**src/design/lcfs_pkg.sv**
```systemverilog
// ----------------------------------------------------------------------------
// lcfs_pkg: shared definitions of the lighting cue fade sequencer
// Field widths, table geometry, configuration layout and the job record that
// travels from the front end to the back end.
// ----------------------------------------------------------------------------
package lcfs_pkg;

  // Cue table geometry.
  localparam int MAX_CUES  = 64;
  localparam int IDX_W     = $clog2(MAX_CUES);
  localparam int CUE_IDX_W = 7;

  // Field widths.
  localparam int LEVEL_W   = 7;
  localparam int TIME_W    = 16;
  localparam int SLOT_W    = 6;
  localparam int DELAY_W   = 8;
  localparam int DUR_W     = 8;
  localparam int BITS_W    = 5;
  localparam int ENTRY_W   = LEVEL_W + TIME_W;
  localparam int CFG_IDX_W = 2;
  localparam int CFG_DATA_W = 8;

  // Fade delay arithmetic.
  localparam int DUR_SCALE = 100000;
  localparam int NUM_W     = 25;                    // DUR_SCALE * 255 fits
  localparam int DEN_W     = LEVEL_W + 31;          // change << up to 31
  localparam int DIV_W     = DEN_W + DELAY_W + 1;   // divisor shifted for the top step
  localparam int STEP_W    = $clog2(DELAY_W + 1);
  localparam int DLY_IDX_W = $clog2(DELAY_W);
  localparam logic [DELAY_W-1:0] DELAY_SAT = '1;

  // Job queue between front and back end.
  localparam int QUEUE_DEPTH = 4;
  localparam int QPTR_W      = $clog2(QUEUE_DEPTH);
  localparam int QCNT_W      = $clog2(QUEUE_DEPTH + 1);

  typedef enum logic {
    OP_TICK = 1'b0,
    OP_LOAD = 1'b1
  } op_t;

  typedef enum logic [CFG_IDX_W-1:0] {
    CFG_CUE_COUNT     = 2'd0,
    CFG_RESTART_LEVEL = 2'd1,
    CFG_RESTART_DELAY = 2'd2,
    CFG_DIMMER_BITS   = 2'd3
  } cfg_reg_t;

  typedef struct packed {
    logic [CUE_IDX_W-1:0] cue_count;
    logic [LEVEL_W-1:0]   restart_level;
    logic [DELAY_W-1:0]   restart_delay;
    logic [BITS_W-1:0]    dimmer_bits;
  } cfg_t;

  localparam cfg_t CFG_RESET = '{
    cue_count:     7'd27,
    restart_level: 7'd1,
    restart_delay: 8'd1,
    dimmer_bits:   5'd13
  };

  // One classified tick: what the back end has to emit.
  typedef struct packed {
    logic               has_cue;
    logic               has_rst;
    logic [LEVEL_W-1:0] level;
    logic [LEVEL_W-1:0] change;
    logic [DUR_W-1:0]   dur;
  } job_t;

endpackage

```
**src/design/lcfs_item_if.sv**
```systemverilog
// ----------------------------------------------------------------------------
// lcfs_item_if: input channel of the cue sequencer
// Valid/ready handshake carrying one tick or one table load.
// ----------------------------------------------------------------------------
interface lcfs_item_if;
  import lcfs_pkg::*;

  logic               valid;
  logic               ready;
  logic               operation;
  logic               cue_pin;
  logic               start_pin;
  logic [SLOT_W-1:0]  entry_index;
  logic [LEVEL_W-1:0] entry_level;
  logic [TIME_W-1:0]  entry_time;

  modport source (
    output valid, operation, cue_pin, start_pin, entry_index, entry_level, entry_time,
    input  ready
  );

  modport sink (
    input  valid, operation, cue_pin, start_pin, entry_index, entry_level, entry_time,
    output ready
  );
endinterface

```
**src/design/lcfs_result_if.sv**
```systemverilog
// ----------------------------------------------------------------------------
// lcfs_result_if: result channel of the cue sequencer
// Valid/ready handshake carrying one cue or restart message.
// ----------------------------------------------------------------------------
interface lcfs_result_if;
  import lcfs_pkg::*;

  logic               valid;
  logic               ready;
  logic [LEVEL_W-1:0] level;
  logic [DELAY_W-1:0] step_delay;
  logic               is_restart;
  logic               last;

  modport source (
    output valid, level, step_delay, is_restart, last,
    input  ready
  );

  modport sink (
    input  valid, level, step_delay, is_restart, last,
    output ready
  );
endinterface

```
**src/design/lcfs_front.sv**
```systemverilog
// ----------------------------------------------------------------------------
// lcfs_front: transaction intake and cue classification
// Writes table loads, tracks the cue pin and index, reads both neighboring
// table entries and hands a classified job to the queue.
// ----------------------------------------------------------------------------
module lcfs_front (
  input  logic           clk,
  input  logic           rst,
  input  lcfs_pkg::cfg_t cfg,
  lcfs_item_if.sink      item,
  output logic           push,
  output lcfs_pkg::job_t push_job,
  input  logic           q_full
);
  import lcfs_pkg::*;

  logic [ENTRY_W-1:0]   table_mem [MAX_CUES];
  logic [ENTRY_W-1:0]   rd_cur;
  logic [ENTRY_W-1:0]   rd_prv;
  logic [CUE_IDX_W-1:0] cue_index;
  logic [CUE_IDX_W-1:0] idx_adv;
  logic [CUE_IDX_W-1:0] idx_prv;
  logic                 prev_pin;
  logic                 pend_valid;
  logic                 pend_cue;
  logic                 pend_rst;
  logic                 accept;
  logic                 is_load;
  logic                 is_tick;
  logic                 advance;
  logic                 has_cue;
  logic                 has_rst;
  logic                 slot_ok;
  logic [LEVEL_W-1:0]   lvl_cur;
  logic [LEVEL_W-1:0]   lvl_prv;
  logic [TIME_W-1:0]    time_diff;

  assign item.ready = !pend_valid || !q_full;
  assign accept     = item.valid && item.ready;
  assign is_load    = accept && (item.operation == OP_LOAD);
  assign is_tick    = accept && (item.operation == OP_TICK);
  assign slot_ok    = 32'(item.entry_index) < MAX_CUES;

  assign advance = item.cue_pin != prev_pin;
  assign idx_adv = advance ? cue_index + CUE_IDX_W'(1) : cue_index;
  assign idx_prv = idx_adv - CUE_IDX_W'(1);
  assign has_cue = advance && (idx_adv != '0) && (idx_adv < cfg.cue_count)
                   && (32'(idx_adv) < MAX_CUES);
  assign has_rst = (idx_adv >= cfg.cue_count) || item.start_pin;

  // Both tables share one memory; a tick reads the new cue and its predecessor.
  always_ff @(posedge clk) begin
    if (is_load && slot_ok) begin
      table_mem[IDX_W'(item.entry_index)] <= {item.entry_level, item.entry_time};
    end
    if (is_tick) begin
      rd_cur <= table_mem[IDX_W'(idx_adv)];
      rd_prv <= table_mem[IDX_W'(idx_prv)];
    end
  end

  always_ff @(posedge clk) begin
    if (rst) begin
      cue_index  <= '0;
      prev_pin   <= 1'b0;
      pend_valid <= 1'b0;
    end else begin
      if (is_tick) begin
        cue_index  <= has_rst ? '0 : idx_adv;
        prev_pin   <= item.cue_pin;
        pend_valid <= has_cue || has_rst;
        pend_cue   <= has_cue;
        pend_rst   <= has_rst;
      end else if (push) begin
        pend_valid <= 1'b0;
      end
    end
  end

  assign lvl_cur   = rd_cur[ENTRY_W-1:TIME_W];
  assign lvl_prv   = rd_prv[ENTRY_W-1:TIME_W];
  assign time_diff = rd_cur[TIME_W-1:0] - rd_prv[TIME_W-1:0];

  assign push            = pend_valid && !q_full;
  assign push_job.has_cue = pend_cue;
  assign push_job.has_rst = pend_rst;
  assign push_job.level   = lvl_cur;
  assign push_job.change  = (lvl_cur >= lvl_prv) ? lvl_cur - lvl_prv : lvl_prv - lvl_cur;
  assign push_job.dur     = time_diff[DUR_W-1:0];

endmodule

```
**src/design/lcfs_queue.sv**
```systemverilog
// ----------------------------------------------------------------------------
// lcfs_queue: job queue between front and back end
// A small first-in first-out buffer of classified ticks.
// ----------------------------------------------------------------------------
module lcfs_queue (
  input  logic           clk,
  input  logic           rst,
  input  logic           push,
  input  lcfs_pkg::job_t push_job,
  output logic           full,
  input  logic           pop,
  output lcfs_pkg::job_t pop_job,
  output logic           empty
);
  import lcfs_pkg::*;

  job_t              slots [QUEUE_DEPTH];
  logic [QPTR_W-1:0] wr_ptr;
  logic [QPTR_W-1:0] rd_ptr;
  logic [QCNT_W-1:0] count;

  assign full    = count == QCNT_W'(QUEUE_DEPTH);
  assign empty   = count == '0;
  assign pop_job = slots[rd_ptr];

  always_ff @(posedge clk) begin
    if (push) begin
      slots[wr_ptr] <= push_job;
    end
  end

  always_ff @(posedge clk) begin
    if (rst) begin
      wr_ptr <= '0;
      rd_ptr <= '0;
      count  <= '0;
    end else begin
      if (push) begin
        wr_ptr <= wr_ptr + QPTR_W'(1);
      end
      if (pop) begin
        rd_ptr <= rd_ptr + QPTR_W'(1);
      end
      if (push && !pop) begin
        count <= count + QCNT_W'(1);
      end else if (pop && !push) begin
        count <= count - QCNT_W'(1);
      end
    end
  end

endmodule

```
**src/design/lcfs_back.sv**
```systemverilog
// ----------------------------------------------------------------------------
// lcfs_back: fade delay computation and message output
// Takes jobs from the queue, divides out the rounded step delay one quotient
// bit per cycle and emits the cue and restart messages.
// ----------------------------------------------------------------------------
module lcfs_back (
  input  logic           clk,
  input  logic           rst,
  input  lcfs_pkg::cfg_t cfg,
  input  logic           q_empty,
  input  lcfs_pkg::job_t q_job,
  output logic           pop,
  lcfs_result_if.source  result
);
  import lcfs_pkg::*;

  typedef enum logic [2:0] {
    S_IDLE,
    S_MUL,
    S_PREP,
    S_DIV,
    S_CUE,
    S_RST
  } state_t;

  state_t             state;
  job_t               job;
  logic [NUM_W-1:0]   num;
  logic [DEN_W-1:0]   den;
  logic [DIV_W-1:0]   rem;
  logic [DIV_W-1:0]   dsh;
  logic [STEP_W-1:0]  step;
  logic [DELAY_W-1:0] delay;
  logic               out_valid;
  logic [LEVEL_W-1:0] out_level;
  logic [DELAY_W-1:0] out_delay;
  logic               out_restart;
  logic               out_last;
  logic               out_free;
  logic               out_load;
  logic               fits;

  assign pop      = (state == S_IDLE) && !q_empty;
  assign out_free = !out_valid || result.ready;
  assign out_load = out_free && ((state == S_CUE) || (state == S_RST));
  assign fits     = rem >= dsh;

  assign result.valid      = out_valid;
  assign result.level      = out_level;
  assign result.step_delay = out_delay;
  assign result.is_restart = out_restart;
  assign result.last       = out_last;

  // Delay = floor((2*num + den) / (2*den)), saturated. The first step tests
  // the divisor shifted past the delay width, which means saturation.
  always_ff @(posedge clk) begin
    if (rst) begin
      state     <= S_IDLE;
      out_valid <= 1'b0;
    end else begin
      if (out_load) begin
        out_valid <= 1'b1;
      end else if (result.ready) begin
        out_valid <= 1'b0;
      end
      unique case (state)
        S_IDLE: begin
          if (!q_empty) begin
            job   <= q_job;
            delay <= DELAY_SAT;
            if (q_job.has_cue && (q_job.change != '0)) begin
              state <= S_MUL;
            end else if (q_job.has_cue) begin
              state <= S_CUE;
            end else begin
              state <= S_RST;
            end
          end
        end
        S_MUL: begin
          num   <= NUM_W'(DUR_SCALE) * NUM_W'(job.dur);
          den   <= DEN_W'(job.change) << cfg.dimmer_bits;
          state <= S_PREP;
        end
        S_PREP: begin
          rem   <= DIV_W'({num, 1'b0}) + DIV_W'(den);
          dsh   <= DIV_W'(den) << (DELAY_W + 1);
          step  <= STEP_W'(DELAY_W);
          delay <= '0;
          state <= S_DIV;
        end
        S_DIV: begin
          if (fits) begin
            rem <= rem - dsh;
          end
          dsh  <= dsh >> 1;
          step <= step - STEP_W'(1);
          if (step == STEP_W'(DELAY_W)) begin
            if (fits) begin
              delay <= DELAY_SAT;
              state <= S_CUE;
            end
          end else begin
            if (fits) begin
              delay[step[DLY_IDX_W-1:0]] <= 1'b1;
            end
            if (step == '0) begin
              state <= S_CUE;
            end
          end
        end
        S_CUE: begin
          if (out_free) begin
            out_level   <= job.level;
            out_delay   <= delay;
            out_restart <= 1'b0;
            out_last    <= !job.has_rst;
            state       <= job.has_rst ? S_RST : S_IDLE;
          end
        end
        S_RST: begin
          if (out_free) begin
            out_level   <= cfg.restart_level;
            out_delay   <= cfg.restart_delay;
            out_restart <= 1'b1;
            out_last    <= 1'b1;
            state       <= S_IDLE;
          end
        end
        default: begin
          state <= S_IDLE;
        end
      endcase
    end
  end

endmodule

```
**src/design/lighting_cue_fade_sequencer.sv**
```systemverilog
// ----------------------------------------------------------------------------
// lighting_cue_fade_sequencer: cue table player with fade step delays
// Plays a loaded table of cue levels and time stamps, advancing on every
// change of the cue pin and restarting at the end of the table or on start.
//
//   Channel  Dir  Handshake            Carries
//   item     in   valid/ready          operation, pins, one table entry
//   result   out  valid/ready          level, step_delay, is_restart, last
//   cfg      in   cfg_write (no wait)  cfg_index, cfg_data
//
// A load transaction writes the cue table and gives no message. A tick whose
// cue message needs a division passes the front-end table read, the job
// queue and the back-end multiply, prepare and divide states, the divider
// producing one quotient bit per cycle over at most nine steps. A restart
// alone, or a cue with no level change, skips the multiply, prepare and
// divide states; a restart that follows a cue comes after the cue message.
// The front end accepts a new transaction every cycle while the job queue
// has room. Reset is synchronous and clears the settings, the index, the pin
// history, the queue and the output; the cue table keeps its contents. A
// stalled result holds the back end but not the front end until the queue
// fills.
// ----------------------------------------------------------------------------
module lighting_cue_fade_sequencer (
  input  logic                              clk,
  input  logic                              rst,
  lcfs_item_if.sink                         item,
  lcfs_result_if.source                     result,
  input  logic                              cfg_write,
  input  logic [lcfs_pkg::CFG_IDX_W-1:0]    cfg_index,
  input  logic [lcfs_pkg::CFG_DATA_W-1:0]   cfg_data
);
  import lcfs_pkg::*;

  cfg_t cfg;
  logic push;
  logic pop;
  logic q_full;
  logic q_empty;
  job_t push_job;
  job_t pop_job;

  // Configuration registers. The index is two bits wide, so every code names
  // one of the four registers.
  always_ff @(posedge clk) begin
    if (rst) begin
      cfg <= CFG_RESET;
    end else if (cfg_write) begin
      unique case (cfg_reg_t'(cfg_index))
        CFG_CUE_COUNT:     cfg.cue_count     <= CUE_IDX_W'(cfg_data);
        CFG_RESTART_LEVEL: cfg.restart_level <= LEVEL_W'(cfg_data);
        CFG_RESTART_DELAY: cfg.restart_delay <= DELAY_W'(cfg_data);
        CFG_DIMMER_BITS:   cfg.dimmer_bits   <= BITS_W'(cfg_data);
      endcase
    end
  end

  // The front end classifies each tick: whether it produces a cue message,
  // a restart message or both, along with the table data the delay needs.
  lcfs_front u_front (
    .clk      (clk),
    .rst      (rst),
    .cfg      (cfg),
    .item     (item),
    .push     (push),
    .push_job (push_job),
    .q_full   (q_full)
  );

  // The queue lets intake run ahead while the divider is busy or the
  // result side is stalled.
  lcfs_queue u_queue (
    .clk      (clk),
    .rst      (rst),
    .push     (push),
    .push_job (push_job),
    .full     (q_full),
    .pop      (pop),
    .pop_job  (pop_job),
    .empty    (q_empty)
  );

  // The back end works out the rounded step delay and drives the output
  // register, which frees the back end while a result waits to be taken.
  lcfs_back u_back (
    .clk     (clk),
    .rst     (rst),
    .cfg     (cfg),
    .q_empty (q_empty),
    .q_job   (pop_job),
    .pop     (pop),
    .result  (result)
  );

endmodule

```
**src/flat_wrapper.sv**
```systemverilog
// flat-port wrapper written by rule: the top's interface ports become plain ports
module lighting_cue_fade_sequencer_flat import lcfs_pkg::*;
  (clk, rst, cfg_write, cfg_index, cfg_data, item_valid, item_operation, item_cue_pin, item_start_pin, item_entry_index, item_entry_level, item_entry_time, item_ready, result_valid, result_level, result_step_delay, result_is_restart, result_last, result_ready);
  lcfs_item_if item_i ();
  lcfs_result_if result_i ();
  input  logic clk;
  input  logic rst;
  input  logic cfg_write;
  input  logic [lcfs_pkg::CFG_IDX_W-1:0] cfg_index;
  input  logic [lcfs_pkg::CFG_DATA_W-1:0] cfg_data;
  input wire logic [$bits(item_i.valid)-1:0] item_valid;
  input wire logic [$bits(item_i.operation)-1:0] item_operation;
  input wire logic [$bits(item_i.cue_pin)-1:0] item_cue_pin;
  input wire logic [$bits(item_i.start_pin)-1:0] item_start_pin;
  input wire logic [$bits(item_i.entry_index)-1:0] item_entry_index;
  input wire logic [$bits(item_i.entry_level)-1:0] item_entry_level;
  input wire logic [$bits(item_i.entry_time)-1:0] item_entry_time;
  output wire logic [$bits(item_i.ready)-1:0] item_ready;
  output wire logic [$bits(result_i.valid)-1:0] result_valid;
  output wire logic [$bits(result_i.level)-1:0] result_level;
  output wire logic [$bits(result_i.step_delay)-1:0] result_step_delay;
  output wire logic [$bits(result_i.is_restart)-1:0] result_is_restart;
  output wire logic [$bits(result_i.last)-1:0] result_last;
  input wire logic [$bits(result_i.ready)-1:0] result_ready;
  assign item_i.valid = item_valid;
  assign item_i.operation = item_operation;
  assign item_i.cue_pin = item_cue_pin;
  assign item_i.start_pin = item_start_pin;
  assign item_i.entry_index = item_entry_index;
  assign item_i.entry_level = item_entry_level;
  assign item_i.entry_time = item_entry_time;
  assign item_ready = item_i.ready;
  assign result_valid = result_i.valid;
  assign result_level = result_i.level;
  assign result_step_delay = result_i.step_delay;
  assign result_is_restart = result_i.is_restart;
  assign result_last = result_i.last;
  assign result_i.ready = result_ready;
  lighting_cue_fade_sequencer u_core (.clk(clk), .rst(rst), .item(item_i), .result(result_i), .cfg_write(cfg_write), .cfg_index(cfg_index), .cfg_data(cfg_data));
endmodule
```
**config.mk**
```make
export PLATFORM = sky130hd
export DESIGN_NAME = lighting_cue_fade_sequencer_flat
export DESIGN_NICKNAME = d
export VERILOG_FILES = /design/src/design/lcfs_pkg.sv /design/src/design/lcfs_item_if.sv /design/src/design/lcfs_result_if.sv /design/src/design/lcfs_front.sv /design/src/design/lcfs_queue.sv /design/src/design/lcfs_back.sv /design/src/design/lighting_cue_fade_sequencer.sv /design/src/flat_wrapper.sv
export SDC_FILE = /design/constraint.sdc
export NUM_CORES = 2
export LEC_CHECK = 0
export BUFFER_PORTS_ARGS = -buffer_cell sky130_fd_sc_hd__buf_4
export CORE_ASPECT_RATIO = 0.9
export CORE_MARGIN = 2
export CORE_UTILIZATION = 50
export DETAILED_ROUTE_END_ITERATION = 12
export GPL_ROUTABILITY_DRIVEN = 0
export PLACE_DENSITY_LB_ADDON = 0.05
export SETUP_SLACK_MARGIN = 0.2
export SYNTH_ARGS = -nofsm -noshare
export SYNTH_HDL_FRONTEND = slang
export SYNTH_SLANG_ARGS = --single-unit
```
**constraint.sdc**
```tcl
create_clock -name clk -period 7.8 [get_ports clk]
set_input_delay 0 -clock clk [delete_from_list [all_inputs] [get_ports clk]]
set_output_delay 0 -clock clk [all_outputs]
set_load 0.005 [all_outputs]
```
==> Flow_metrics.wiki <==
{| class="wikitable"
! Metric !! Value
|-
| CP Max Fanout || 94
|-
| Kind of capture point of the worst setup path || flop
|-
| VDD IR-drop max || 0.2013 mV
|-
| Achievable clock frequency || 188.3 MHz
|-
| Die boundary width || 389.8 um
|-
| Post-route DRC || 0
|-
| Final count of pins violating max slew || 0
|-
| Grt met2 use || 45.65%
|-
| Register area share after synthesis || 59.38%
|-
| Relative contribution of sequential cells to total power || 42.7%
|-
| Switching share of power || 29.54%
|-
| Sequence of cells on the critical path || xor2_2 -> mux2_8 -> inv_8 -> ha_4 -> buf_4 -> mux4_2 -> and2_0 -> a211oi_1 -> a31oi_1 -> a211oi_1 -> a21oi_1
|-
| Fraction of layout instances using a drive strength above 1 || 14.72%
|-
| Count of TritonRoute iterations in the first routing pass || 6
|-
| Synth Net Count || 5,554
|-
| Total clock buffers created by CTS || 146
|-
| Root Buffer || sky130_fd_sc_hd__clkbuf_16
|-
| Most common cell type on the critical path || sky130_fd_sc_hd__a211oi_1
|-
| Number of setup violations in the final report || 0
|-
| Worst Path Class, Setup || flop to flop
|-
| Worst-path clk slew || 0.06 ns
|-
| All-Layer GR Usage || 28.78%
|-
| Effective utilization at floorplan || 50.31%
|-
| Actual transition at the worst max-transition pin || 1.284 ns
|-
| RSZ-0062 raised after global routing || no
|-
| Gr ovfl total || 0
|-
| Via count of the routed design || 45,760
|-
| Initial antenna violation count || 9
|-
| Post-synthesis cell count || 5,334
|-
| Synth unique cells || 82
|-
| H-tree levels || 4
|-
| Vias in the first global route || 43,450
|-
| Required time of the critical path || 8.29 ns
|-
| Number of filler instances in the final layout || 11,010
|-
| Boundary pin count || 66
|-
| Most used routing layer || met2
|-
| Startpoint class of the critical path || flop
|-
| Std cell rows || 127
|-
| Bufs and invs on worst path || 2
|-
| Final Cycle Share || 68.07%
|-
| # Max-Cap Violations || 0
|-
| Met3 GRT Util || 5.150%
|-
| Total Neg Setup Slack || 0 ns
|-
| Data arrival time of the critical path || 5.80 ns
|-
| Area growth from synthesis to final layout || 11.51%
|-
| Yosys warning total || 0
|-
| PortBufs || 57
|-
| Most common cell after layout, fill and taps aside || sky130_fd_sc_hd__edfxtp_1
|-
| Net switching power || 5.990 mW
|-
| Total power || 20.28 mW
|-
| Critical Path Stages || 11
|-
| Clk network pwr share || 33.7%
|-
| Die H || 351.2 um
|-
| Total placed instance area || 69,460 um2
|-
| Fraction of power consumed by combinational cells || 23.6%
|-
| Post-Syn Area per Cell || 12.56 um2
|-
| Final hold viol count || 0
|-
| Fraction of registers with async set/reset || 0%
|-
| Power per cell area || 271.5 nW/um2
|-
| Static Leakage || 25.99 nW
|-
| Layout Skew || 0.02087 ns
|-
| Slowest CP cell || sky130_fd_sc_hd__a211oi_1
|-
| Finished Core Util || 56.10%
|-
| Area of the mapped netlist || 66,990 um2
|-
| Cell family contributing the most delay on the critical path || compound AO/OA/AOI/OAI gates
|-
| Floorplan die area || 136,900 um2
|-
| Run status || complete, no violations
|-
| Starting DRC count in detailed routing || 4,456
|-
| Number of routed nets with antenna violations || 0
|-
| Slew Limit Headroom || 14.28%
|-
| Detailed placement HPWL || 118,200 um
|-
| Wire length reported by the detailed router || 198,000 um
|-
| Global-route wire length before repair || 287,900 um
|-
| Post-cts gate resize count || 0
|-
| Average via count per standard cell || 6.345
|-
| Depth of the worst hold-timing path || 4
|-
| CTS tree || built
|-
| Post-synthesis register bit count || 1,341
|-
| Core region area || 133,200 um2
|-
| Worst-case setup slack after placement || 2.425 ns
|-
| Count of flip-flops with a built-in enable after synthesis || 1,292
|-
| Max Root-Sink Buffers || 3
|-
| Most used flip-flop cell after synthesis || sky130_fd_sc_hd__edfxtp_1
|-
| Number of cells on the worst reg-to-reg path || 11
|-
| Tmin final || 5.310 ns
|-
| Largest net degree at the start of global routing || 129
|-
| Worst hold-check path type || input port to flop
|-
| Total number of nets in the final design || 5,576
|-
| Slowest Stage Delay on Critical Path || 0.87 ns
|-
| Final std cell area, no fill || 74,700 um2
|-
| Most frequent cells in the layout || sky130_fd_sc_hd__edfxtp_1, sky130_fd_sc_hd__nand2_1, sky130_fd_sc_hd__nand3_1
|-
| Clock sinks || 1,341
|-
| Routing usage on met1 || 39.96%
|-
| Clk Latency, worst-skew pair || 0.79 ns
|-
| Routed len/inst || 27.45 um
|-
| Internal cell power || 14.29 mW
|-
| Worst Setup Slack, final || 2.490 ns
|}
## sequential cells by signal (all words and copies together), names as in the netlist, 7 cells and up, named ones only
| register | cells |
|---|---|
| u_core.u_front.table_mem | 960 |
| u_core.u_queue.slots | 96 |
| u_core.u_back.dsh | 47 |
| u_core.u_back.rem | 47 |
| u_core.u_back.den | 38 |
| u_core.cfg | 27 |
| u_core.u_back.job | 23 |
| u_core.u_back.num | 20 |
| u_core.u_front.rd_cur | 15 |
| u_core.u_front.rd_prv | 15 |
| u_core.u_back.delay | 8 |
| u_core.u_back.result.step_delay | 8 |
| u_core.u_back.result.level | 7 |
| u_core.u_front.cue_index | 7 |
## power groups by stage
| stage | clock [mW] | combinational (mW) | sequential [mW] |
|---|---|---|---|
| after floorplan | 0 | 3.54 | 8.67 |
| after global placement | 0 | 4.74 | 8.80 |
| after detailed placement | 0 | 4.77 | 8.81 |
| after CTS | 6.97 | 4.82 | 8.65 |
| after global routing | 7.24 | 5.30 | 8.68 |
| final | 6.84 | 4.79 | 8.65 |
## path summary, 6_finish.rpt
check | slack [ns] | to | startpoint
setup reg to reg | 2.49 | u_core.u_front.rd_prv[20] | u_core.u_front.prev_pin
hold reg to reg | 0.46 | u_core.cfg[9] | u_core.cfg[9]
setup / recovery | 2.49 | u_core.u_front.rd_prv[20] | u_core.u_front.prev_pin
hold / removal | 0.07 | u_core.cfg[25] | cfg_data[5]
## cell families after synthesis
kind of cell,Yosys count,synth area share (%)
xor+xnor,102,1.384
compound gates,818,8.629
mux,338,10.54
buf+inv,500,3.115
simple gates,2062,13.52
fa+ha+maj,173,3.433
flops,1341,59.38
## cells in the mapped netlist, types with 8 or more instances
| cell type | number | area, um2 |
|---|---|---|
| sky130_fd_sc_hd__edfxtp_1 | 1292 | 38800 |
| sky130_fd_sc_hd__nand2_1 | 1156 | 4339 |
| sky130_fd_sc_hd__nand3_1 | 398 | 1992 |
| sky130_fd_sc_hd__mux4_2 | 291 | 6554 |
| sky130_fd_sc_hd__clkbuf_1 | 238 | 893.4 |
| sky130_fd_sc_hd__a311oi_1 | 213 | 1866 |
| sky130_fd_sc_hd__nor2_1 | 199 | 747.0 |
| sky130_fd_sc_hd__ha_1 | 155 | 1939 |
| sky130_fd_sc_hd__a21oi_1 | 149 | 745.7 |
| sky130_fd_sc_hd__inv_1 | 126 | 473.0 |
| sky130_fd_sc_hd__o21ai_0 | 115 | 575.6 |
| sky130_fd_sc_hd__a211oi_1 | 94 | 705.7 |
| sky130_fd_sc_hd__buf_2 | 87 | 435.4 |
| sky130_fd_sc_hd__and3_1 | 86 | 538.0 |
| sky130_fd_sc_hd__xnor2_1 | 59 | 516.8 |
| sky130_fd_sc_hd__a31oi_1 | 58 | 362.9 |
| sky130_fd_sc_hd__dfxtp_1 | 49 | 980.9 |
| sky130_fd_sc_hd__a21o_1 | 48 | 360.4 |
| sky130_fd_sc_hd__and2_0 | 40 | 250.2 |
| sky130_fd_sc_hd__xor2_1 | 40 | 350.3 |
| sky130_fd_sc_hd__and2_1 | 36 | 225.2 |
| sky130_fd_sc_hd__mux2_2 | 25 | 281.5 |
| sky130_fd_sc_hd__nor2b_1 | 25 | 156.4 |
| sky130_fd_sc_hd__nor3_1 | 24 | 120.1 |
| sky130_fd_sc_hd__buf_4 | 23 | 172.7 |
| sky130_fd_sc_hd__o31ai_1 | 23 | 172.7 |
| sky130_fd_sc_hd__mux2i_1 | 21 | 210.2 |
| sky130_fd_sc_hd__nand2b_1 | 19 | 118.9 |
| sky130_fd_sc_hd__nand4_1 | 19 | 118.9 |
| sky130_fd_sc_hd__buf_1 | 18 | 67.56 |
| sky130_fd_sc_hd__fa_1 | 18 | 360.4 |
| sky130_fd_sc_hd__o21a_1 | 15 | 112.6 |
| sky130_fd_sc_hd__a211o_1 | 13 | 113.9 |
| sky130_fd_sc_hd__nand3b_1 | 13 | 97.59 |
| sky130_fd_sc_hd__o32a_1 | 12 | 120.1 |
| sky130_fd_sc_hd__or3_1 | 9 | 56.30 |
| sky130_fd_sc_hd__or2_2 | 8 | 50.05 |
## final cells by class
type	instances	area [um2]	share of cell area, %
sequential	1341	39780	53.25
multi-input combinational	3493	25430	34.05
clock buffer	181	3973	5.318
tap	1741	2178	2.916
timing repair buffer	242	2105	2.817
clock inverter	79	711.9	0.9531
inverter	132	511.7	0.6851
antenna	3	7.507	0.01005
## through the flow
stage                     hold WS (ns)  instances
after floorplan                0.09887       5334
after global placement          0.2413       6894
after detailed placement        0.2410       6894
after CTS                      0.01167       7209
after global routing           0.03784       7209
final                          0.06515       7212
## routing by layer
layer	routed length, um	share of wire, %	vias up
met5	63	0.032	-
met4	7475	3.8	10
met3	16590	8.4	394
met2	91560	46	2019
met1	82260	42	23000
li1	-	-	20330
## tightest hold or removal path: cells and delay by family
| family | cells | cell delay (ns) |
|---|---|---|
| AO/OA/AOI/OAI | 1 | 0.06 |
| buffers and inverters | 2 | 0.67 |
| AND/OR/NAND/NOR | 1 | 0.08 |
## what timing repair did
item | CTS | global route
endpoints found under the hold margin | 1037 | 0
buffers inserted | 0 | 0
setup endpoints to repair | 0 | 0
hold buffers | 55 | 0
Power figures use the tool's default switching activity.
